**src/b32uc_pkg.sv**
```systemverilog
`default_nettype none

package b32uc_pkg;

    localparam int NUM_CHARS  = 26;
    localparam int COUNT_SAT  = 27;
    localparam int GROUP_W    = 5;
    localparam int VALUE_W    = 128;
    localparam int SHIFT_W    = VALUE_W + 2;
    localparam int CNT_W      = 5;
    localparam int QDEPTH     = 2;
    localparam int QPTR_W     = $clog2(QDEPTH);
    localparam int QCNT_W     = $clog2(QDEPTH + 1);

    localparam logic [0:0] CMD_ENCODE = 1'b0;
    localparam logic [0:0] CMD_DECODE = 1'b1;

    localparam logic [7:0] FIRST_MIN = 8'h30;
    localparam logic [7:0] FIRST_MAX = 8'h37;

    localparam logic [7:0] ALPHABET [32] = '{
        8'h30, 8'h31, 8'h32, 8'h33, 8'h34, 8'h35, 8'h36, 8'h37,
        8'h38, 8'h39, 8'h61, 8'h62, 8'h63, 8'h64, 8'h65, 8'h66,
        8'h67, 8'h68, 8'h6a, 8'h6b, 8'h6d, 8'h6e, 8'h70, 8'h71,
        8'h72, 8'h73, 8'h74, 8'h76, 8'h77, 8'h78, 8'h79, 8'h7a
    };

    typedef struct packed {
        logic [0:0]  command;
        logic [63:0] value_high;
        logic [63:0] value_low;
        logic [7:0]  char_code;
        logic        last_char;
    } t_in_item;

    typedef struct packed {
        logic [7:0]  out_char;
        logic [63:0] result_high;
        logic [63:0] result_low;
        logic        ok;
        logic        last_out;
    } t_out_item;

    // One unit of back-end work: an encode value or a finished decode result
    typedef struct packed {
        logic               is_dec;
        logic               ok;
        logic [VALUE_W-1:0] data;
    } t_job;

    typedef struct packed {
        logic full;
        logic empty;
    } t_qstat;

    typedef struct packed {
        logic               valid;
        logic [GROUP_W-1:0] value;
    } t_digit;

    function automatic t_digit char_to_digit(input logic [7:0] c);
        t_digit d;
        d = '0;
        for (int k = 0; k < 32; k++) begin
            if (ALPHABET[k] == c) begin
                d.valid = 1'b1;
                d.value = GROUP_W'(k);
            end
        end
        return d;
    endfunction

endpackage

`default_nettype wire

```
**src/b32uc_if.sv**
```systemverilog
`default_nettype none

interface b32uc_in_if;
    logic                 valid;
    logic                 ready;
    b32uc_pkg::t_in_item  data;

    modport source (output valid, output data, input ready);
    modport sink   (input valid, input data, output ready);
endinterface

interface b32uc_out_if;
    logic                 valid;
    logic                 ready;
    b32uc_pkg::t_out_item data;

    modport source (output valid, output data, input ready);
    modport sink   (input valid, input data, output ready);
endinterface

`default_nettype wire

```
**src/b32uc_front.sv**
```systemverilog
`default_nettype none

module b32uc_front (
    input  wire logic             i_clk,
    input  wire logic             i_rst_n,
    b32uc_in_if.sink              i_in,
    input  wire b32uc_pkg::t_qstat i_qstat,
    output logic                  o_push,
    output b32uc_pkg::t_job       o_job
);
    import b32uc_pkg::*;

    logic [VALUE_W-1:0] r_acc, n_acc;
    logic [CNT_W-1:0]   r_cnt, n_cnt;
    logic               r_bad, n_bad;

    t_digit             dig;
    logic               accept;
    logic               first_bad;
    logic               good;

    assign i_in.ready = !i_qstat.full;
    assign accept     = i_in.valid && i_in.ready;

    always_comb begin
        dig       = char_to_digit(i_in.data.char_code);
        first_bad = (r_cnt == '0) &&
                    (i_in.data.char_code < FIRST_MIN || i_in.data.char_code > FIRST_MAX);
        n_bad     = r_bad || first_bad || !dig.valid;
        n_acc     = {r_acc[VALUE_W-GROUP_W-1:0], dig.valid ? dig.value : GROUP_W'(0)};
        n_cnt     = (r_cnt < CNT_W'(COUNT_SAT)) ? r_cnt + CNT_W'(1) : r_cnt;
        good      = !n_bad && (n_cnt == CNT_W'(NUM_CHARS));

        o_push = accept && (i_in.data.command == CMD_ENCODE || i_in.data.last_char);
        if (i_in.data.command == CMD_ENCODE) begin
            o_job.is_dec = 1'b0;
            o_job.ok     = 1'b1;
            o_job.data   = {i_in.data.value_high, i_in.data.value_low};
        end else begin
            o_job.is_dec = 1'b1;
            o_job.ok     = good;
            o_job.data   = good ? n_acc : '0;
        end
    end

    always_ff @(posedge i_clk) begin
        if (!i_rst_n) begin
            r_acc <= '0;
            r_cnt <= '0;
            r_bad <= 1'b0;
        end else if (accept && i_in.data.command == CMD_DECODE) begin
            // end of run: drop the decode state
            if (i_in.data.last_char) begin
                r_acc <= '0;
                r_cnt <= '0;
                r_bad <= 1'b0;
            end else begin
                r_acc <= n_acc;
                r_cnt <= n_cnt;
                r_bad <= n_bad;
            end
        end
    end

endmodule

`default_nettype wire

```
**src/b32uc_queue.sv**
```systemverilog
`default_nettype none

module b32uc_queue (
    input  wire logic             i_clk,
    input  wire logic             i_rst_n,
    input  wire logic             i_push,
    input  wire b32uc_pkg::t_job  i_job,
    input  wire logic             i_pop,
    output b32uc_pkg::t_qstat     o_qstat,
    output b32uc_pkg::t_job       o_head
);
    import b32uc_pkg::*;

    t_job              r_mem [QDEPTH];
    logic [QPTR_W-1:0] r_wptr;
    logic [QPTR_W-1:0] r_rptr;
    logic [QCNT_W-1:0] r_count;

    function automatic logic [QPTR_W-1:0] ptr_inc(input logic [QPTR_W-1:0] p);
        return (p == QPTR_W'(QDEPTH - 1)) ? '0 : p + QPTR_W'(1);
    endfunction

    assign o_qstat.full  = (r_count == QCNT_W'(QDEPTH));
    assign o_qstat.empty = (r_count == '0);
    assign o_head        = r_mem[r_rptr];

    always_ff @(posedge i_clk) begin
        if (i_push) begin
            r_mem[r_wptr] <= i_job;
        end
    end

    always_ff @(posedge i_clk) begin
        if (!i_rst_n) begin
            r_wptr  <= '0;
            r_rptr  <= '0;
            r_count <= '0;
        end else begin
            if (i_push) begin
                r_wptr <= ptr_inc(r_wptr);
            end
            if (i_pop) begin
                r_rptr <= ptr_inc(r_rptr);
            end
            if (i_push && !i_pop) begin
                r_count <= r_count + QCNT_W'(1);
            end else if (i_pop && !i_push) begin
                r_count <= r_count - QCNT_W'(1);
            end
        end
    end

endmodule

`default_nettype wire

```
**src/b32uc_back.sv**
```systemverilog
`default_nettype none

module b32uc_back (
    input  wire logic              i_clk,
    input  wire logic              i_rst_n,
    input  wire b32uc_pkg::t_qstat i_qstat,
    input  wire b32uc_pkg::t_job   i_head,
    output logic                   o_pop,
    b32uc_out_if.source            o_out
);
    import b32uc_pkg::*;

    logic               r_busy;
    logic               r_is_dec;
    logic               r_ok;
    logic [SHIFT_W-1:0] r_shift;
    logic [CNT_W-1:0]   r_cnt;

    logic               r_out_valid;
    t_out_item          r_out;

    logic               advance;
    logic               finishing;
    t_out_item          n_out;

    assign advance   = r_busy && (!r_out_valid || o_out.ready);
    assign finishing = r_is_dec || (r_cnt == CNT_W'(NUM_CHARS - 1));
    assign o_pop     = !i_qstat.empty && (!r_busy || (advance && finishing));

    always_comb begin
        if (r_is_dec) begin
            n_out.out_char    = 8'h00;
            n_out.result_high = r_shift[VALUE_W-1:64];
            n_out.result_low  = r_shift[63:0];
        end else begin
            n_out.out_char    = ALPHABET[r_shift[SHIFT_W-1:SHIFT_W-GROUP_W]];
            n_out.result_high = '0;
            n_out.result_low  = '0;
        end
        n_out.ok       = r_ok;
        n_out.last_out = finishing;
    end

    always_ff @(posedge i_clk) begin
        if (!i_rst_n) begin
            r_busy <= 1'b0;
        end else if (o_pop) begin
            r_busy <= 1'b1;
        end else if (advance && finishing) begin
            r_busy <= 1'b0;
        end
    end

    always_ff @(posedge i_clk) begin
        if (o_pop) begin
            r_is_dec <= i_head.is_dec;
            r_ok     <= i_head.ok;
            r_shift  <= {2'b00, i_head.data};
            r_cnt    <= '0;
        end else if (advance) begin
            // next five-bit group moves to the top
            r_shift <= {r_shift[SHIFT_W-GROUP_W-1:0], GROUP_W'(0)};
            r_cnt   <= r_cnt + CNT_W'(1);
        end
    end

    always_ff @(posedge i_clk) begin
        if (!i_rst_n) begin
            r_out_valid <= 1'b0;
        end else if (advance) begin
            r_out_valid <= 1'b1;
        end else if (o_out.ready) begin
            r_out_valid <= 1'b0;
        end
    end

    always_ff @(posedge i_clk) begin
        if (advance) begin
            r_out <= n_out;
        end
    end

    assign o_out.valid = r_out_valid;
    assign o_out.data  = r_out;

endmodule

`default_nettype wire

```
**src/base32_uuid_codec.sv**
```systemverilog
// A word is queued, loaded into the shift register, then registered at the output.
// Decode takes one character word per cycle unless the queue is full; only the last one yields a result.
// Encode emits 26 character words, one per cycle while the output is ready, from the output serializer;
// a two-entry job queue lets input continue until it fills behind the serializer.
// Reset (synchronous, active low) clears the decode state, the queue and output valid.
`default_nettype none

module base32_uuid_codec (
    input  wire logic   i_clk,
    input  wire logic   i_rst_n,
    b32uc_in_if.sink    i_in,
    b32uc_out_if.source o_out
);
    import b32uc_pkg::*;

    t_qstat qstat;
    t_job   push_job;
    t_job   head_job;
    logic   push;
    logic   pop;

    b32uc_front u_front (
        .i_clk   (i_clk),
        .i_rst_n (i_rst_n),
        .i_in    (i_in),
        .i_qstat (qstat),
        .o_push  (push),
        .o_job   (push_job)
    );

    b32uc_queue u_queue (
        .i_clk   (i_clk),
        .i_rst_n (i_rst_n),
        .i_push  (push),
        .i_job   (push_job),
        .i_pop   (pop),
        .o_qstat (qstat),
        .o_head  (head_job)
    );

    b32uc_back u_back (
        .i_clk   (i_clk),
        .i_rst_n (i_rst_n),
        .i_qstat (qstat),
        .i_head  (head_job),
        .o_pop   (pop),
        .o_out   (o_out)
    );

endmodule

`default_nettype wire
```
**src/flat_wrapper.sv**
```systemverilog
// flat-port wrapper written by rule: the top's interface ports become plain ports
module base32_uuid_codec_flat import b32uc_pkg::*;
  (i_clk, i_rst_n, i_in_valid, i_in_data, i_in_ready, o_out_valid, o_out_data, o_out_ready);
  b32uc_in_if i_in_i ();
  b32uc_out_if o_out_i ();
  input  wire logic i_clk;
  input  wire logic i_rst_n;
  input wire logic [$bits(i_in_i.valid)-1:0] i_in_valid;
  input wire logic [$bits(i_in_i.data)-1:0] i_in_data;
  output wire logic [$bits(i_in_i.ready)-1:0] i_in_ready;
  output wire logic [$bits(o_out_i.valid)-1:0] o_out_valid;
  output wire logic [$bits(o_out_i.data)-1:0] o_out_data;
  input wire logic [$bits(o_out_i.ready)-1:0] o_out_ready;
  assign i_in_i.valid = i_in_valid;
  assign i_in_i.data = i_in_data;
  assign i_in_ready = i_in_i.ready;
  assign o_out_valid = o_out_i.valid;
  assign o_out_data = o_out_i.data;
  assign o_out_i.ready = o_out_ready;
  base32_uuid_codec u_core (.i_clk(i_clk), .i_rst_n(i_rst_n), .i_in(i_in_i), .o_out(o_out_i));
endmodule
```
**config.mk**
```make
export PLATFORM = sky130hd
export DESIGN_NAME = base32_uuid_codec_flat
export DESIGN_NICKNAME = d
export VERILOG_FILES = /design/src/b32uc_pkg.sv /design/src/b32uc_if.sv /design/src/b32uc_front.sv /design/src/b32uc_queue.sv /design/src/b32uc_back.sv /design/src/base32_uuid_codec.sv /design/src/flat_wrapper.sv
export SDC_FILE = /design/constraint.sdc
export NUM_CORES = 1
export LEC_CHECK = 0
export ABC_AREA = 1
export BUFFER_PORTS_ARGS = -buffer_cell sky130_fd_sc_hd__buf_4
export CAP_MARGIN = 20
export CORE_MARGIN = 2
export CORE_UTILIZATION = 50
export DETAILED_ROUTE_END_ITERATION = 10
export PLACE_DENSITY = 0.75
export SYNTH_ARGS = -nofsm -noshare
export SYNTH_HDL_FRONTEND = slang
export SYNTH_SLANG_ARGS = --single-unit
```
**constraint.sdc**
```tcl
create_clock -name i_clk -period 8.6 [get_ports i_clk]
set_input_delay 0.86 -clock i_clk [delete_from_list [all_inputs] [get_ports i_clk]]
set_output_delay 0.86 -clock i_clk [all_outputs]
set_load 0.05 [all_outputs]
```
* After elaboration in Yosys (flattened, before gate mapping)
Memories as Yosys holds them, arrays and structs flattened. A register that Yosys moved wholly into a read port is not among the register bits. Index checks and enable logic that the tools add are counted.
Cells by class: $add $sub $neg 6, $lt $le $gt $ge 3, equality and inequality tests 35, multiplexer cells 53, bitwise operators 2, reductions and logical operators 31
Operators with widths (count):
- 128-bit two-way mux | 3
- 6-bit two-way mux | 32
- 7-bit by 8-bit equality test with 1-bit output (first input constant) | 22
- 130-bit two-way mux | 1
- 123-bit two-way mux | 1
- 6-bit by 8-bit equality test with 1-bit output (first input constant) | 10
- 5-bit two-way mux | 3
- 1-bit two-way mux | 11
- 5-bit by 1-bit adder with 5-bit output (second input constant) | 2
- 5-bit equality test (second input constant) | 2
- 1-bit logical AND | 10
- 8-bit by 6-bit > comparator with 1-bit output (second input constant) | 1
- 1-bit logical NOT | 8
- 8-bit by 6-bit less-than comparator with 1-bit output (second input constant) | 1
- 2-bit nonzero test | 4
- 1-bit logical OR | 7
- 5-bit NOT with 6-bit output | 1
- 5-bit logical NOT | 1
- 5-bit less-than comparator (second input constant) | 1
- 2-bit two-way mux | 2
- 1-bit adder (second input constant) | 2
- 2-bit by 1-bit adder with 2-bit output (second input constant) | 1
- 2-bit equality test (second input constant) | 1
- 2-bit logical NOT | 1
- 2 further kinds | 2
Word-level totals: flip-flop bits (word level) 402, memory bits (writable) 260, bits in read-only memories 256, bits of input ports 142, output and inout port bits 140, word-level logic and storage cells 149, memories 2
Memories:
- u_core.u_queue.r_mem | depth 2, bits a word 130, read ports 1, clocked after Yosys merged registers in 1, write ports 1, line b32uc_queue.sv:14 | t_job r_mem [QDEPTH];
- (no name shown) | depth 32, bits a word 8, read ports 1, clocked after Yosys merged registers in 1, write ports 0, line b32uc_back.sv:36 | n_out.out_char = ALPHABET[r_shift[SHIFT_W-1:SHIFT_W-GROUP_W]];

* Depth between registers and ports, before layout
Gate-level depths: netlist of the first run.
depth after elaboration 39, depth in mapped cells 17

* Hierarchy
A second synthesis of the first run with hierarchy kept.
Unflattened totals: cells, all modules 2627, area total of the unflattened synthesis 27919.3 sq um
Modules (own cells, without submodules):
- b32uc_back | instances 1, cells an instance 1077, area each 11597.4 sq um
- b32uc_queue | instances 1, cells an instance 439, area each 9634.2 sq um
- b32uc_front | instances 1, cells an instance 1111, area each 6687.7 sq um

* Least setup slack after synthesis of the first run
Ideal clock, no wire load.
kind input -> register, from input port o_out_ready, to register u_core.u_back.r_shift[0], enable pin, library setup time 492 ps, arrival time 7181 ps, setup slack 927 ps, stages 9, path through inv_1 > nand2_1 > nand2_1 > inv_1 > nand2_1 > nand2_1 > o21ai_0 > clkbuf_1 > nand2_1
Between the ends: cells in the longest elaborated chain, start to end 6
RTL lines:
- from (decl) | line flat_wrapper.sv:13 | input wire logic [$bits(o_out_i.ready)-1:0] o_out_ready;
- 1-bit logical OR * | line b32uc_back.sv:26 | assign advance = r_busy && (!r_out_valid || o_out.ready);
- 1-bit logical AND * | line b32uc_back.sv:26
- via u_core.u_back.advance | line b32uc_back.sv:22 | logic advance;
- 1-bit logical AND | line b32uc_back.sv:28 | assign o_pop = !i_qstat.empty && (!r_busy || (advance && finishing));
- 1-bit logical OR | line b32uc_back.sv:28
- 1-bit logical AND | line b32uc_back.sv:28
- 2-bit nonzero test (no line) *
- to (signal assigned) | line b32uc_back.sv:58 | r_shift <= {2'b00, i_head.data};
- to (signal assigned) | line b32uc_back.sv:62 | r_shift <= {r_shift[SHIFT_W-GROUP_W-1:0], GROUP_W'(0)};
- to (decl) | line b32uc_back.sv:16 | logic [SHIFT_W-1:0] r_shift;
Mark *: on every way through the listed nets, which the timed path passes. The rest lies on a longest branch. A chain may end at the register's enable or synchronous reset.

* Final worst setup path of the first run
from input port o_out_ready, to register u_core.u_back.r_shift[126] (data pin)
Between the ends: cells in the longest elaborated chain, start to end 6
RTL lines:
- 1-bit logical OR | line b32uc_back.sv:26
- 1-bit logical AND | line b32uc_back.sv:26
- via u_core.u_back.advance | line b32uc_back.sv:22
- 1-bit logical AND | line b32uc_back.sv:28
- 1-bit logical OR | line b32uc_back.sv:28
- 1-bit logical AND | line b32uc_back.sv:28
- 128-bit two-way mux | line b32uc_back.sv:55 | if (o_pop) begin
The timed path passes the listed nets, and every way through them passes these cells.

==> Implementation_results.wiki, run 1 <==
{| class="wikitable"
! Metric !! Value
|-
| Worst-case headroom to the max-slew limit || approximately a quarter
|-
| Die footprint || around 56,000 sq um
|-
| CTS max path bufs || 3
|-
| Worst Hold Margin || between 0.4 and 0.5 ns
|-
| Maxcap violations || 0
|-
| Nets || ~3,000
|-
| Htree depth || 3
|-
| Number of gates resized after cts || 0
|-
| Largest net degree at the start of global routing || between 150 and 200
|-
| Buffer and inverter count on the worst path || 6
|-
| Critical-path cell list || buf_4, inv_1, nand2_1, nand2_1, inv_6, nand2_1, nand2_1, o21ai_1, buf_4, inv_8, buf_4, a31oi_1
|-
| Final cell count without fillers || 3,570
|-
| Slowest CP cell || sky130_fd_sc_hd__buf_4
|-
| Core box area || approximately 53,000 sq um
|-
| Element type at the critical path end || flop
|-
| Kind of critical path || in -> reg
|-
| Sum of negative setup slack || 0 ns
|-
| Buffer count from post-CTS setup fixing || 0
|-
| Commonest cells in the synthesized netlist || 1,085 x sky130_fd_sc_hd__nand2_1, 527 x sky130_fd_sc_hd__edfxtp_1, 171 x sky130_fd_sc_hd__inv_1, 150 x sky130_fd_sc_hd__nor2_1, 149 x sky130_fd_sc_hd__a21oi_1
|-
| Routed length per placed instance || about 18 um
|-
| Crit-path max FO || approximately 160
|-
| Die width || around 240 um
|-
| Share of layout cells above drive strength 1 || between 10% and 20%
|-
| Transition time at the pin with the least slew margin || 1.15 ns
|-
| Initial Utilization || 50.8%
|-
| Final setup viols || 0
|-
| Clock tree from TritonCTS || done
|-
| Cell Rows || 84
|-
| I/O pin cnt || approximately 280
|-
| Flip-flop and latch count after synthesis || 670
|-
| Iter 0 DRT Violations || between 1,500 and 2,000
|-
| Global router's overall resource usage || 22.6%
|-
| Number of antenna violations at the first check in global routing || 7
|-
| Arrival time at the worst endpoint || between 4 and 5 ns
|-
| Residual DRC count || 0
|-
| Crit-path most repeated cell || sky130_fd_sc_hd__nand2_1
|-
| Clock-pin slew reported for the worst setup and hold paths after clock tree synthesis || 0.06 ns
|-
| Post-DP HPWL || 40.5 mm
|-
| IO Port Bufs || 280
|-
| Final routed wirelength across all metal layers || approximately 63 mm
|-
| Clk Tree Root Cell || sky130_fd_sc_hd__clkbuf_16
|-
| Fin crit share || a little under half
|-
| Post-Syn Area || 26,800 sq um
|-
| Run status || finished clean
|-
| Number of endpoints with negative hold slack in the final report || 0
|-
| Number of unique standard cell types used by synthesis || 40
|-
| FMAX || 255 MHz
|-
| Vias per Instance || 5.27
|-
| Mean Syn Cell Area || between 10 and 15 sq um
|-
| Worst hold path class || reg -> reg
|-
| Area share of the leading cell type in the synthesized netlist || about three fifths
|-
| Setup repair after global routing missed its margin || no
|-
| First-pass GRT wire length || between 90 and 100 mm
|-
| Largest cells by area after synthesis || sky130_fd_sc_hd__edfxtp_1 59%, sky130_fd_sc_hd__nand2_1 15%, sky130_fd_sc_hd__dfxtp_1 11%, sky130_fd_sc_hd__a31oi_1 2.9%, sky130_fd_sc_hd__a21oi_1 2.8%
|-
| Filler Cells Inserted || about 4,200
|-
| Total of hold buffers inserted after clock tree synthesis || 0
|-
| Detailed-routing iteration count for the pre-antenna-repair pass || 6
|-
| Max Clock Skew || 0.0232 ns
|-
| Num CTS Buffers || 67
|-
| Routed Antenna Nets || 0
|-
| Area growth, synth to finish || 17.7%
|-
| Type of element launching the critical path || input pin
|-
| Cell Count Post-Placement || roughly 3,400
|-
| Number of global-route vias before repair || between 15,000 and 20,000
|-
| Number of nets in the synthesized netlist || 2,756
|-
| Time the worst path needs with I/O delays and setup || 3.93 ns
|-
| Detailed-route via count || around 19,000
|-
| EDFF count, synth || around 530
|-
| Later-pin clock latency in the skew report || 0.61 ns
|-
| Chip height || between 200 and 250 um
|-
| Overflow left after global routing || 0
|-
| Sinks on Clock Net || 670
|-
| Async S/R FF share, synth || 0%
|-
| Most frequently used cell type in the post-synthesis netlist || sky130_fd_sc_hd__nand2_1
|-
| Most area-hungry cell type in the Yosys netlist || sky130_fd_sc_hd__edfxtp_1
|-
| Sequential element share of the synthesized area || a little over two thirds
|-
| Overall power consumption || approximately 12 mW
|-
| Placer's final routability congestion estimate || slightly above 0.9
|-
| Cell area power density || 369 nW/um^2
|-
| Leak pwr || 12.8 nW
|-
| Worst vdd rail ir drop || roughly 0.0003 V
|-
| Synthesized netlist cell count || roughly 2,600
|-
| Largest incremental delay on the critical path || roughly 0.84 ns
|-
| Yosys synthesis warning count || 0
|-
| Required time reported for the critical path endpoint || ~8.9 ns
|-
| Gate family responsible for the most delay along the worst path || buffers and inverters
|-
| Number of max-slew violations in the final report || 0
|-
| Flop2flop setup slack || between 4 and 5 ns
|-
| Ys flop type || sky130_fd_sc_hd__edfxtp_1
|}
## power breakdown
group	switching, mW	total, mW	internal, mW	leakage, nW
clock network	1.18	2.92	1.74	1.08
registers	0.455	5.22	4.76	6.16
logic	2.63	3.54	0.907	5.60
## final timing paths
path / startpoint / endpoint / cells past startpoint
min: u_core.u_queue.r_rptr$_SDFFE_PN0P_ / flop / 1
min reg2reg: u_core.u_queue.r_rptr$_SDFFE_PN0P_ / flop / 1
max reg2reg: u_core.u_back.o_out.valid$_SDFFE_PN0P_ / u_core.u_back.r_shift[126]$_DFFE_PP_ / 10
max: o_out_ready / u_core.u_back.r_shift[126]$_DFFE_PP_ / 12
## sequential cells by signal, indices dropped and copies added, names as in the netlist, 2 cells and up, named ones only
name	count
u_core.u_back.o_out.data	137
u_core.u_back.r_cnt	5
u_core.u_back.r_shift	130
u_core.u_front.r_acc	123
u_core.u_front.r_cnt	5
u_core.u_queue.r_count	2
u_core.u_queue.r_mem	260
## cell type report
type / count / area [sq um] / area share, %
clock inverters: 20 / 206 / 0.653
diodes: 6 / 15.0 / 0.0475
flip-flops and latches: 670 / 18700 / 59.1
well taps: 688 / 861 / 2.72
inverters: 185 / 719 / 2.28
repair buffers: 298 / 2240 / 7.08
multi-input cells: 1603 / 6870 / 21.7
clock buffers: 100 / 2010 / 6.36
## worst reg2reg max path: stages (launching register included)
cell and delay, ns:
sky130_fd_sc_hd__dfxtp_1 0.30, sky130_fd_sc_hd__nand2_1 0.09, sky130_fd_sc_hd__nand2_1 0.25, sky130_fd_sc_hd__inv_6 0.59, sky130_fd_sc_hd__nand2_1 0.13, sky130_fd_sc_hd__nand2_1 0.10, sky130_fd_sc_hd__o21ai_1 0.19, sky130_fd_sc_hd__buf_4 0.25
sky130_fd_sc_hd__inv_8 0.53, sky130_fd_sc_hd__buf_4 0.85, sky130_fd_sc_hd__a31oi_1 0.25
## stage by stage
| step | util (%) | setup slack [ns] | instance area (sq um) |
|---|---|---|---|
| global placement | 55.6 | 3.87 | 29400 |
| CTS | 59.8 | 4.57 | 31600 |
| global route | 59.8 | 4.27 | 31600 |
| floorplan | - | 0.927 | 26800 |
| finish | 59.8 | 4.67 | 31600 |
| detailed placement | 55.6 | 3.94 | 29400 |
## per-layer routing
metal  part of all wire, %  vias to the layer above  global-route usage [%]
met5                 0.021                        -                       0
met4                   3.7                        2                    9.96
met3                   6.1                      145                    3.65
met2                    50                      727                    38.6
met1                    40                     8883                    28.5
li1                      -                     9056                       -
## cells by family after synthesis
kind of cell | after synthesis | share of synthesized area (%)
adder cells (fa/ha/maj) | 10 | 0.466
buffers and inverters | 331 | 4.92
AO/OA/AOI/OAI | 303 | 6.37
XOR/XNOR | 4 | 0.131
other | 1 | 0.0140
flip-flops | 670 | 69.6
AND/OR/NAND/NOR | 1285 | 18.5
## placed cells by master (no fill, tap or decap), types with 2 or more instances in the layout
cell type                   instances
sky130_fd_sc_hd__a21oi_1          149
sky130_fd_sc_hd__a31oi_1          124
sky130_fd_sc_hd__buf_4            298
sky130_fd_sc_hd__bufinv_16          4
sky130_fd_sc_hd__clkbuf_1          20
sky130_fd_sc_hd__clkbuf_16         74
sky130_fd_sc_hd__clkbuf_8           6
sky130_fd_sc_hd__clkinv_1           6
sky130_fd_sc_hd__clkinv_2           6
sky130_fd_sc_hd__dfxtp_1          142
sky130_fd_sc_hd__diode_2            6
sky130_fd_sc_hd__edfxtp_1         527
sky130_fd_sc_hd__ha_1              10
sky130_fd_sc_hd__inv_1            166
sky130_fd_sc_hd__inv_2             11
sky130_fd_sc_hd__inv_4              7
sky130_fd_sc_hd__inv_6              3
sky130_fd_sc_hd__nand2_1         1084
sky130_fd_sc_hd__nand2_2            5
sky130_fd_sc_hd__nand2_4            2
sky130_fd_sc_hd__nand3_1           17
sky130_fd_sc_hd__nand4_1           11
sky130_fd_sc_hd__nor2_1           148
sky130_fd_sc_hd__nor2_2             2
sky130_fd_sc_hd__nor2_4             4
sky130_fd_sc_hd__nor3_1             3
sky130_fd_sc_hd__nor3_2             3
sky130_fd_sc_hd__o2111ai_1          2
sky130_fd_sc_hd__o211ai_1           3
sky130_fd_sc_hd__o21ai_0           16
sky130_fd_sc_hd__o21ai_1            4
sky130_fd_sc_hd__or2_2              2
sky130_fd_sc_hd__xnor2_1            2
sky130_fd_sc_hd__xor2_1             2
No activity file was read; power rests on OpenSTA's default activity.
==> run 2: changes to the inputs <==
--- a/config.mk
+++ b/config.mk
@@ -5,13 +5,13 @@
 export SDC_FILE = /design/constraint.sdc
 export NUM_CORES = 1
 export LEC_CHECK = 0
-export ABC_AREA = 1
+export ABC_AREA = 0
 export BUFFER_PORTS_ARGS = -buffer_cell sky130_fd_sc_hd__buf_4
 export CAP_MARGIN = 20
 export CORE_MARGIN = 2
 export CORE_UTILIZATION = 50
 export DETAILED_ROUTE_END_ITERATION = 10
-export PLACE_DENSITY = 0.75
+export PLACE_DENSITY = 0.78
 export SYNTH_ARGS = -nofsm -noshare
 export SYNTH_HDL_FRONTEND = slang
 export SYNTH_SLANG_ARGS = --single-unit
==> constraint.sdc (replaced) <==
create_clock -name i_clk -period 3.3 [get_ports i_clk]
set_input_delay 0.33 -clock i_clk [delete_from_list [all_inputs] [get_ports i_clk]]
set_output_delay 0.33 -clock i_clk [all_outputs]
set_load 0.05 [all_outputs]
==> run 2 against run 1 <==
  * Core utilization is 0.37 points higher
  * Global-route usage shrank 0.86 points
  * Sequential power increased to 2.5 times the previous value
  * Cell count fell by 19%
  * Die area fell by 0.54%
  * Clock skew shrank 0.0026 ns
  * Critical path type is now reg -> reg
==> Implementation_results.wiki, run 2 <==
{| class="wikitable"
! Metric !! Value
|-
| Transition time at the pin with the least slew margin || 1.06 ns (-0.0892 ns)
|-
| CTS max path bufs || 3 (unchanged)
|-
| Sequential element share of the synthesized area || 70.0% (+0.38 points)
|-
| Num CTS Buffers || 68 (+1.5%)
|-
| Commonest non-fill, non-tap cell in the layout || sky130_fd_sc_hd__edfxtp_1
|-
| Number of endpoints with negative hold slack in the final report || 0 (unchanged)
|-
| Setup repair after global routing missed its margin || no
|-
| Crit-path max FO || 79 (-51%)
|-
| Die width || 235 um (-0.27%)
|-
| Sum of negative setup slack || 0 ns (unchanged)
|-
| Number of max-slew violations in the final report || 0 (unchanged)
|-
| Largest incremental delay on the critical path || 0.56 ns (-0.28 ns)
|-
| Maxcap violations || 0 (unchanged)
|-
| Die footprint || 55,300 sq um (-0.54%)
|-
| Arrival time at the worst endpoint || 3.39 ns (-0.82 ns)
|-
| Total of hold buffers inserted after clock tree synthesis || 0 (unchanged)
|-
| Slowest CP cell || sky130_fd_sc_hd__or4b_1
|-
| Number of flip-flops in the largest register || 260 (unchanged)
|-
| Type of element launching the critical path || flop
|-
| Top reg by flops || u_core.u_queue.r_mem
|-
| Gate family responsible for the most delay along the worst path || compound AO/OA/AOI/OAI gates
|-
| Fin crit share || 89.1%
|-
| Mean Syn Cell Area || 14.0 sq um (+36%)
|-
| Placer's final routability congestion estimate || 0.818 (-12%)
|-
| Final routed wirelength across all metal layers || 61.7 mm (-2.7%)
|-
| Flop2flop setup slack || 0.36 ns (-4.39 ns)
|-
| Later-pin clock latency in the skew report || 0.59 ns (-0.02 ns)
|-
| Highest-count cells in the layout ignoring fill and taps || 527 x sky130_fd_sc_hd__edfxtp_1, 289 x sky130_fd_sc_hd__buf_4, 150 x sky130_fd_sc_hd__nor2_1, 142 x sky130_fd_sc_hd__dfxtp_1, 136 x sky130_fd_sc_hd__a21oi_1
|-
| Most frequently used cell type in the post-synthesis netlist || sky130_fd_sc_hd__edfxtp_1
|-
| Core box area || 52,700 sq um (-0.40%)
|-
| Largest cells by area after synthesis || sky130_fd_sc_hd__edfxtp_1 59%, sky130_fd_sc_hd__dfxtp_1 11%, sky130_fd_sc_hd__mux2i_1 5.0%, sky130_fd_sc_hd__a22o_1 4.1%, sky130_fd_sc_hd__a22oi_1 3.5%
|-
| FMAX || about 340 MHz
|-
| Nets || 2,286 (-23%)
|-
| Commonest cells in the synthesized netlist || 527 x sky130_fd_sc_hd__edfxtp_1, 153 x sky130_fd_sc_hd__nor2_1, 143 x sky130_fd_sc_hd__dfxtp_1, 136 x sky130_fd_sc_hd__a21oi_1
|-
| Area share of the leading cell type in the synthesized netlist || 59.3% (+0.32 points)
|-
| Required time reported for the critical path endpoint || 3.75 ns (-5.13 ns)
|-
| Number of unique standard cell types used by synthesis || 61 (+53%)
|-
| Multiplexer fraction of the synthesized cell area || 5.32% (+5.3 points)
|-
| XOR/XNOR Fraction of Synth Area || 0.262% (+0.13 points)
|-
| Final setup viols || 0 (unchanged)
|-
| Element type at the critical path end || flop
|-
| Buffer and inverter count on the worst path || 2 (-4)
|-
| Kind of critical path || reg -> reg
|-
| Buffer count from post-CTS setup fixing || 0 (unchanged)
|-
| Htree depth || 3 (unchanged)
|-
| Post-Syn Area || 26,700 sq um (-0.55%)
|-
| Detailed-route via count || 16,500 (-12%)
|-
| I/O pin cnt || 282 (unchanged)
|-
| Detailed-routing iteration count for the pre-antenna-repair pass || 6 (unchanged)
|-
| Run status || finished clean
|-
| Synthesized-area fraction occupied by and/or/nand/nor cells || 9.78% (-8.7 points)
|-
| Cell area power density || 927 nW/um^2 (+150%)
|-
| Vias per Instance || 5.74 (+8.8%)
|-
| Routed length per placed instance || 21.4 um (+21%)
|-
| Iter 0 DRT Violations || 1,563 (-0.51%)
|-
| Chip height || 235 um (-0.27%)
|-
| Post-synthesis share of cell area spent on full adders, half adders and majority gates || 0.506% (+0.040 points)
|-
| Worst vdd rail ir drop || 0.000733 V (+140%)
|-
| Complex-gate fraction of the synthesized area || 11.6% (+5.2 points)
|-
| Sinks on Clock Net || 670 (unchanged)
|-
| Number of antenna violations at the first check in global routing || 8 (+1)
|-
| IO Port Bufs || 280 (unchanged)
|-
| EDFF count, synth || 527 (unchanged)
|-
| Utilization after layout || 60.2% (+0.37 points)
|-
| Yosys synthesis warning count || 0 (unchanged)
|-
| Leak pwr || 11.1 nW (-13%)
|-
| Number of nets in the synthesized netlist || 2,061 (-25%)
|-
| Worst hold path class || in -> reg
|-
| Initial Utilization || 50.7% (-0.075 points)
|-
| Number of global-route vias before repair || 16,200 (-11%)
|-
| Number of gates resized after cts || 0 (unchanged)
|-
| Routed Antenna Nets || 0 (unchanged)
|-
| Share of layout cells above drive strength 1 || 19.7% (+4.6 points)
|-
| Max Clock Skew || 0.0207 ns (-0.00255 ns)
|-
| Critical-path cell list || inv_1, ha_1, nor4b_1, or4b_1, a2111oi_4, buf_12, a22o_1
|-
| Async S/R FF share, synth || 0% (unchanged)
|-
| Worst-case headroom to the max-slew limit || 29.3% (+5.9 points)
|-
| Area growth, synth to finish || 18.6%
|-
| Synthesized netlist cell count || 1,909 (-27%)
|-
| Most area-hungry cell type in the Yosys netlist || sky130_fd_sc_hd__edfxtp_1
|-
| Clock-pin slew reported for the worst setup and hold paths after clock tree synthesis || 0.06 ns (about the same)
|-
| Global router's overall resource usage || 21.7% (-0.86 points)
|-
| Ys flop type || sky130_fd_sc_hd__edfxtp_1
|-
| Residual DRC count || 0 (unchanged)
|-
| Post-DP HPWL || 38.9 mm (-4.0%)
|-
| Clock tree from TritonCTS || done
|-
| Clk Tree Root Cell || sky130_fd_sc_hd__clkbuf_16
|-
| Time the worst path needs with I/O delays and setup || 2.94 ns
|-
| Flip-flop and latch count after synthesis || 670 (unchanged)
|-
| Dominant combinational cell family by area after synthesis || compound AO/OA/AOI/OAI gates
|-
| First-pass GRT wire length || 93.5 mm (-5.4%)
|-
| Largest net degree at the start of global routing || 158 (-3.1%)
|-
| Cell Rows || 84 (unchanged)
|-
| Overflow left after global routing || 0 (unchanged)
|}
==> run 2: cell types whose count changed in the layout (fill, tap and decap cells not counted), moves of 14 or more <==
cell,delta
sky130_fd_sc_hd__a22o_1,+125
sky130_fd_sc_hd__a22oi_1,+122
sky130_fd_sc_hd__a31oi_1,-117
sky130_fd_sc_hd__and2_1,+132
sky130_fd_sc_hd__inv_1,-152
sky130_fd_sc_hd__mux2i_1,+134
sky130_fd_sc_hd__nand2_1,-1068
sky130_fd_sc_hd__nand3_1,-14
sky130_fd_sc_hd__nor2b_1,+129
==> run 2: routing by layer <==
layer	vias to the layer above	wire [um]	track usage, %
li1	7612	-	-
met1	8156	24800	28.1
met2	612	30300	35.9
met3	128	4250	3.97
met4	6	2300	9.86
met5	-	32	0
==> run 2: power breakdown <==
part / total (mW) / internal [mW] / leakage (nW) / switching (mW)
Clock: 7.51 / 4.41 / 1.09 / 3.10
Combinational: 8.69 / 2.78 / 3.88 / 5.91
Sequential: 13.2 / 12.1 / 6.16 / 1.05
==> run 2: final timing paths <==
check	end	cells after the start	start
max reg2reg	u_core.u_queue.r_mem[0][20]$_DFFE_PP_	7	u_core.u_front.r_cnt[0]$_SDFFE_PN0P_
min	u_core.u_queue.r_mem[0][3]$_DFFE_PP_	2	i_in_data[12]
min reg2reg	u_core.u_back.o_out.data[1]$_DFFE_PP_	0	u_core.u_back.r_ok$_DFFE_PP_
max	u_core.u_queue.r_mem[0][20]$_DFFE_PP_	7	u_core.u_front.r_cnt[0]$_SDFFE_PN0P_
==> run 2: through the flow <==
| stage | instances | hold slack [ns] | cell area [sq um] | power, mW | setup slack (ns) |
|---|---|---|---|---|---|
| 2_1_floorplan | 1909 | 0.400 | 26700 | 19.1 | 0.0798 |
| 3_3_place_gp | 2751 | 0.410 | 29400 | 21.7 | 0.575 |
| 3_5_place_dp | 2751 | 0.405 | 29400 | 22.0 | 0.464 |
| 4_1_cts | 2874 | 0.0173 | 31600 | 29.5 | 0.416 |
| 5_1_grt | 2879 | 0.0292 | 31700 | 30.6 | 0.246 |
| 6_report | 2879 | 0.0576 | 31700 | 29.4 | 0.359 |
==> run 2: cell type report <==
cell class,count,area [sq um]
Antenna cell,4,10.0
Clock buffer,104,2060
Clock inverter,19,140
Fill cell,3857,21000
Inverter,16,70.1
Multi-Input combinational cell,1075,7380
Sequential cell,670,18700
Tap cell,688,861
Timing Repair Buffer,303,2460
==> run 2: worst reg2reg max path, delay by kind of cell (launching register included) <==
kind	cells	cell delay [ns]
compound gates	2	0.93
buf+inv	2	0.46
simple gates	2	0.72
fa+ha+maj	1	0.20
flops	1	0.49
==> run 2: logic make-up after synthesis <==
kind of cell / after synthesis
AND/OR/NAND/NOR: 480
AO/OA/AOI/OAI: 436
other: 1
buffers and inverters: 164
multiplexers: 139
flip-flops: 670
adder cells (fa/ha/maj): 11
XOR/XNOR: 8
==> run 3: changes to the inputs <==
--- a/config.mk
+++ b/config.mk
@@ -9,9 +9,9 @@
 export BUFFER_PORTS_ARGS = -buffer_cell sky130_fd_sc_hd__buf_4
 export CAP_MARGIN = 20
 export CORE_MARGIN = 2
-export CORE_UTILIZATION = 50
+export CORE_UTILIZATION = 40
 export DETAILED_ROUTE_END_ITERATION = 10
-export PLACE_DENSITY = 0.78
+export PLACE_DENSITY = 0.66
 export SYNTH_ARGS = -nofsm -noshare
 export SYNTH_HDL_FRONTEND = slang
 export SYNTH_SLANG_ARGS = --single-unit
==> run 3 against run 2 <==
  * First-iteration DRC count decreased by 20%
  * Count of clock-buffer cells in the layout decreased by 8
  * Cell count rose by 6.3%
  * Clock power up 2%
  * Cell area increased by 0.78%
  * Critical path depth unchanged
  * Flip-flop and latch count stayed put
  * Largest cell class unchanged
  * Fmax grew 2.6%
  * Register-to-register slack better by 0.08 ns
  * Non-clock buffer count rose by 4
  * Wire length up 6.1%
==> Implementation_results.wiki, run 3 (same netlist as run 2, synthesis figures left out) <==
{| class="wikitable"
! Metric !! Value
|-
| CTS max path bufs || 3 (unchanged)
|-
| Worst vdd rail ir drop || 0.000558 V (-24%)
|-
| Core box area || 66,000 sq um (+25%)
|-
| Number of antenna violations at the first check in global routing || 2 (-6)
|-
| Chip height || 262 um (+12%)
|-
| Commonest non-fill, non-tap cell in the layout || sky130_fd_sc_hd__edfxtp_1
|-
| Iter 0 DRT Violations || 1,243 (-20%)
|-
| Cell area power density || 928 nW/um^2 (+0.11%)
|-
| Later-pin clock latency in the skew report || 0.60 ns (about the same)
|-
| First-pass GRT wire length || 99.2 mm (+6.1%)
|-
| Routed length per placed instance || 21.4 um (-0.17%)
|-
| Sinks on Clock Net || 670 (unchanged)
|-
| Number of flip-flops in the largest register || 260 (unchanged)
|-
| Total placed instance area || 29,700 sq um (+0.83%)
|-
| Total of hold buffers inserted after clock tree synthesis || 0 (unchanged)
|-
| Setup repair after global routing missed its margin || no
|-
| Number of endpoints with negative hold slack in the final report || 0 (unchanged)
|-
| Max Clock Skew || 0.0280 ns (+0.00730 ns)
|-
| Highest-count cells in the layout ignoring fill and taps || 527 x sky130_fd_sc_hd__edfxtp_1, 295 x sky130_fd_sc_hd__buf_4, 150 x sky130_fd_sc_hd__nor2_1, 142 x sky130_fd_sc_hd__dfxtp_1, 136 x sky130_fd_sc_hd__a21oi_1
|-
| Arrival time at the worst endpoint || 3.30 ns (-0.09 ns)
|-
| Clk Tree Root Cell || sky130_fd_sc_hd__clkbuf_16
|-
| Routed Antenna Nets || 0 (unchanged)
|-
| Area growth, synth to finish || 19.6%
|-
| Post-DP HPWL || 42.3 mm (+8.9%)
|-
| Worst hold path class || in -> reg
|-
| Detailed-route via count || 16,400 (-0.83%)
|-
| Number of global-route vias before repair || 16,400 (+0.77%)
|-
| Run status || finished clean
|-
| Utilization after layout || 48.4% (-12 points)
|-
| Initial Utilization || 40.5% (-10 points)
|-
| Largest net degree at the start of global routing || 121 (-23%)
|-
| Cell Count Post-Placement || 2,932 (+6.6%)
|-
| Top reg by flops || u_core.u_queue.r_mem
|-
| Num CTS Buffers || 69 (+1.5%)
|-
| Maxcap violations || 0 (unchanged)
|-
| Cell Rows || 94 (+12%)
|-
| Worst-case headroom to the max-slew limit || 24.5% (-4.7 points)
|-
| Clock-pin slew reported for the worst setup and hold paths after clock tree synthesis || 0.06 ns (about the same)
|-
| Crit-path max FO || 62 (-22%)
|-
| Die width || 262 um (+12%)
|-
| Kind of critical path || reg -> reg
|-
| Time the worst path needs with I/O delays and setup || 2.87 ns (-0.0752 ns)
|-
| Final setup viols || 0 (unchanged)
|-
| Die footprint || 68,800 sq um (+25%)
|-
| Overflow left after global routing || 0 (unchanged)
|-
| Residual DRC count || 0 (unchanged)
|-
| Clock tree from TritonCTS || done
|-
| IO Port Bufs || 280 (unchanged)
|-
| Nets || 2,291 (+0.22%)
|-
| Share of layout cells above drive strength 1 || 19.6% (-0.063 points)
|-
| Global router's overall resource usage || 18.6% (-3.1 points)
|-
| Filler Cells Inserted || 5,653 (+47%)
|-
| Final routed wirelength across all metal layers || 65.4 mm (+6.1%)
|-
| Detailed-routing iteration count for the pre-antenna-repair pass || 7 (+1)
|-
| Leak pwr || 11.1 nW (+0.13%)
|-
| Setup Slack @ Placement || 0.476 ns (+0.0127 ns)
|-
| Element type at the critical path end || flop
|-
| Placer's final routability congestion estimate || 0.841 (+2.8%)
|-
| Htree depth || 3 (unchanged)
|-
| Type of element launching the critical path || flop
|-
| I/O pin cnt || 282 (unchanged)
|-
| Slack of the critical path || 0.434 ns (+0.0752 ns)
|-
| FMAX || 349 MHz (+2.6%)
|-
| Sum of negative setup slack || 0 ns (unchanged)
|-
| Buffer count from post-CTS setup fixing || 0 (unchanged)
|-
| Non-Filler Cell Area, Final || 31,900 sq um (+0.78%)
|-
| Number of gates resized after cts || 0 (unchanged)
|-
| Final cell count without fillers || 3,060 (+6.3%)
|-
| Vias per Instance || 5.35 (-6.7%)
|-
| Transition time at the pin with the least slew margin || 1.13 ns (+0.0712 ns)
|-
| Fin crit share || 86.8% (-2.3 points)
|-
| Number of max-slew violations in the final report || 0 (unchanged)
|-
| Required time reported for the critical path endpoint || 3.74 ns (about the same)
|}
## run 3: cell types whose count changed in the layout (fill, tap and decap cells not counted)
cell                         previous run  this run
sky130_fd_sc_hd__buf_12                13        12
sky130_fd_sc_hd__buf_16                 1         0
sky130_fd_sc_hd__buf_4                289       295
sky130_fd_sc_hd__bufinv_16              1         5
sky130_fd_sc_hd__clkbuf_1              20        18
sky130_fd_sc_hd__clkbuf_16             74        70
sky130_fd_sc_hd__clkbuf_8              10         8
sky130_fd_sc_hd__clkinv_1               1        10
sky130_fd_sc_hd__clkinv_2              12         8
sky130_fd_sc_hd__clkinv_4               0         2
sky130_fd_sc_hd__clkinv_8               1         3
sky130_fd_sc_hd__clkinvlp_4             2         1
sky130_fd_sc_hd__diode_2                4         2
sky130_fd_sc_hd__inv_4                  2         1
## run 3: critical path, stage by stage, from the launching register on
cell and delay (ns):
sky130_fd_sc_hd__dfxtp_1 0.49, sky130_fd_sc_hd__inv_1 0.11, sky130_fd_sc_hd__ha_1 0.20, sky130_fd_sc_hd__nor4b_1 0.19, sky130_fd_sc_hd__or4b_1 0.56, sky130_fd_sc_hd__a2111oi_4 0.53
sky130_fd_sc_hd__buf_12 0.36, sky130_fd_sc_hd__a22o_1 0.22
## run 3: layer usage
metal	part of all wire (%)	GRT usage, %
met2	50	31.6
met5	0	0
met3	5.2	2.75
met1	43	24.5
met4	2.5	6.51
## run 3: report_power, final
group / switching, mW / internal, mW
clock: 3.18 / 4.50
sequential: 1.03 / 12.1
combinational: 6.01 / 2.78
total: 10.2 / 19.4
## run 3: layout make-up
type | count | area [sq um] | area share, %
multi-input combinational | 1075 | 7380 | 23.1
tap | 864 | 1080 | 3.39
clock buffer | 96 | 1930 | 6.04
antenna | 2 | 5.00 | 0.0157
timing repair buffer | 307 | 2450 | 7.69
sequential | 670 | 18700 | 58.6
inverter | 16 | 70.1 | 0.219
clock inverter | 30 | 310 | 0.972
## run 3: stage by stage
stage	total power, mW	hold WS (ns)
2_1_floorplan	19.1	0.400
3_5_place_dp	22.2	0.416
5_1_grt	31.0	0.0355
3_3_place_gp	22.0	0.412
6_report	29.6	0.0504
4_1_cts	29.9	0.0112
## run 3: path summary, 6_finish.rpt
path	start	end	slack, ns	cells after the start
max	u_core.u_front.r_cnt[0]$_SDFFE_PN0P_	u_core.u_queue.r_mem[1][14]$_DFFE_PP_	0.43	7
min	i_in_data[81]	u_core.u_queue.r_mem[1][72]$_DFFE_PP_	0.05	2
max reg2reg	u_core.u_front.r_cnt[0]$_SDFFE_PN0P_	u_core.u_queue.r_mem[1][14]$_DFFE_PP_	0.43	7
min reg2reg	u_core.u_back.r_ok$_DFFE_PP_	u_core.u_back.o_out.data[1]$_DFFE_PP_	0.43	0
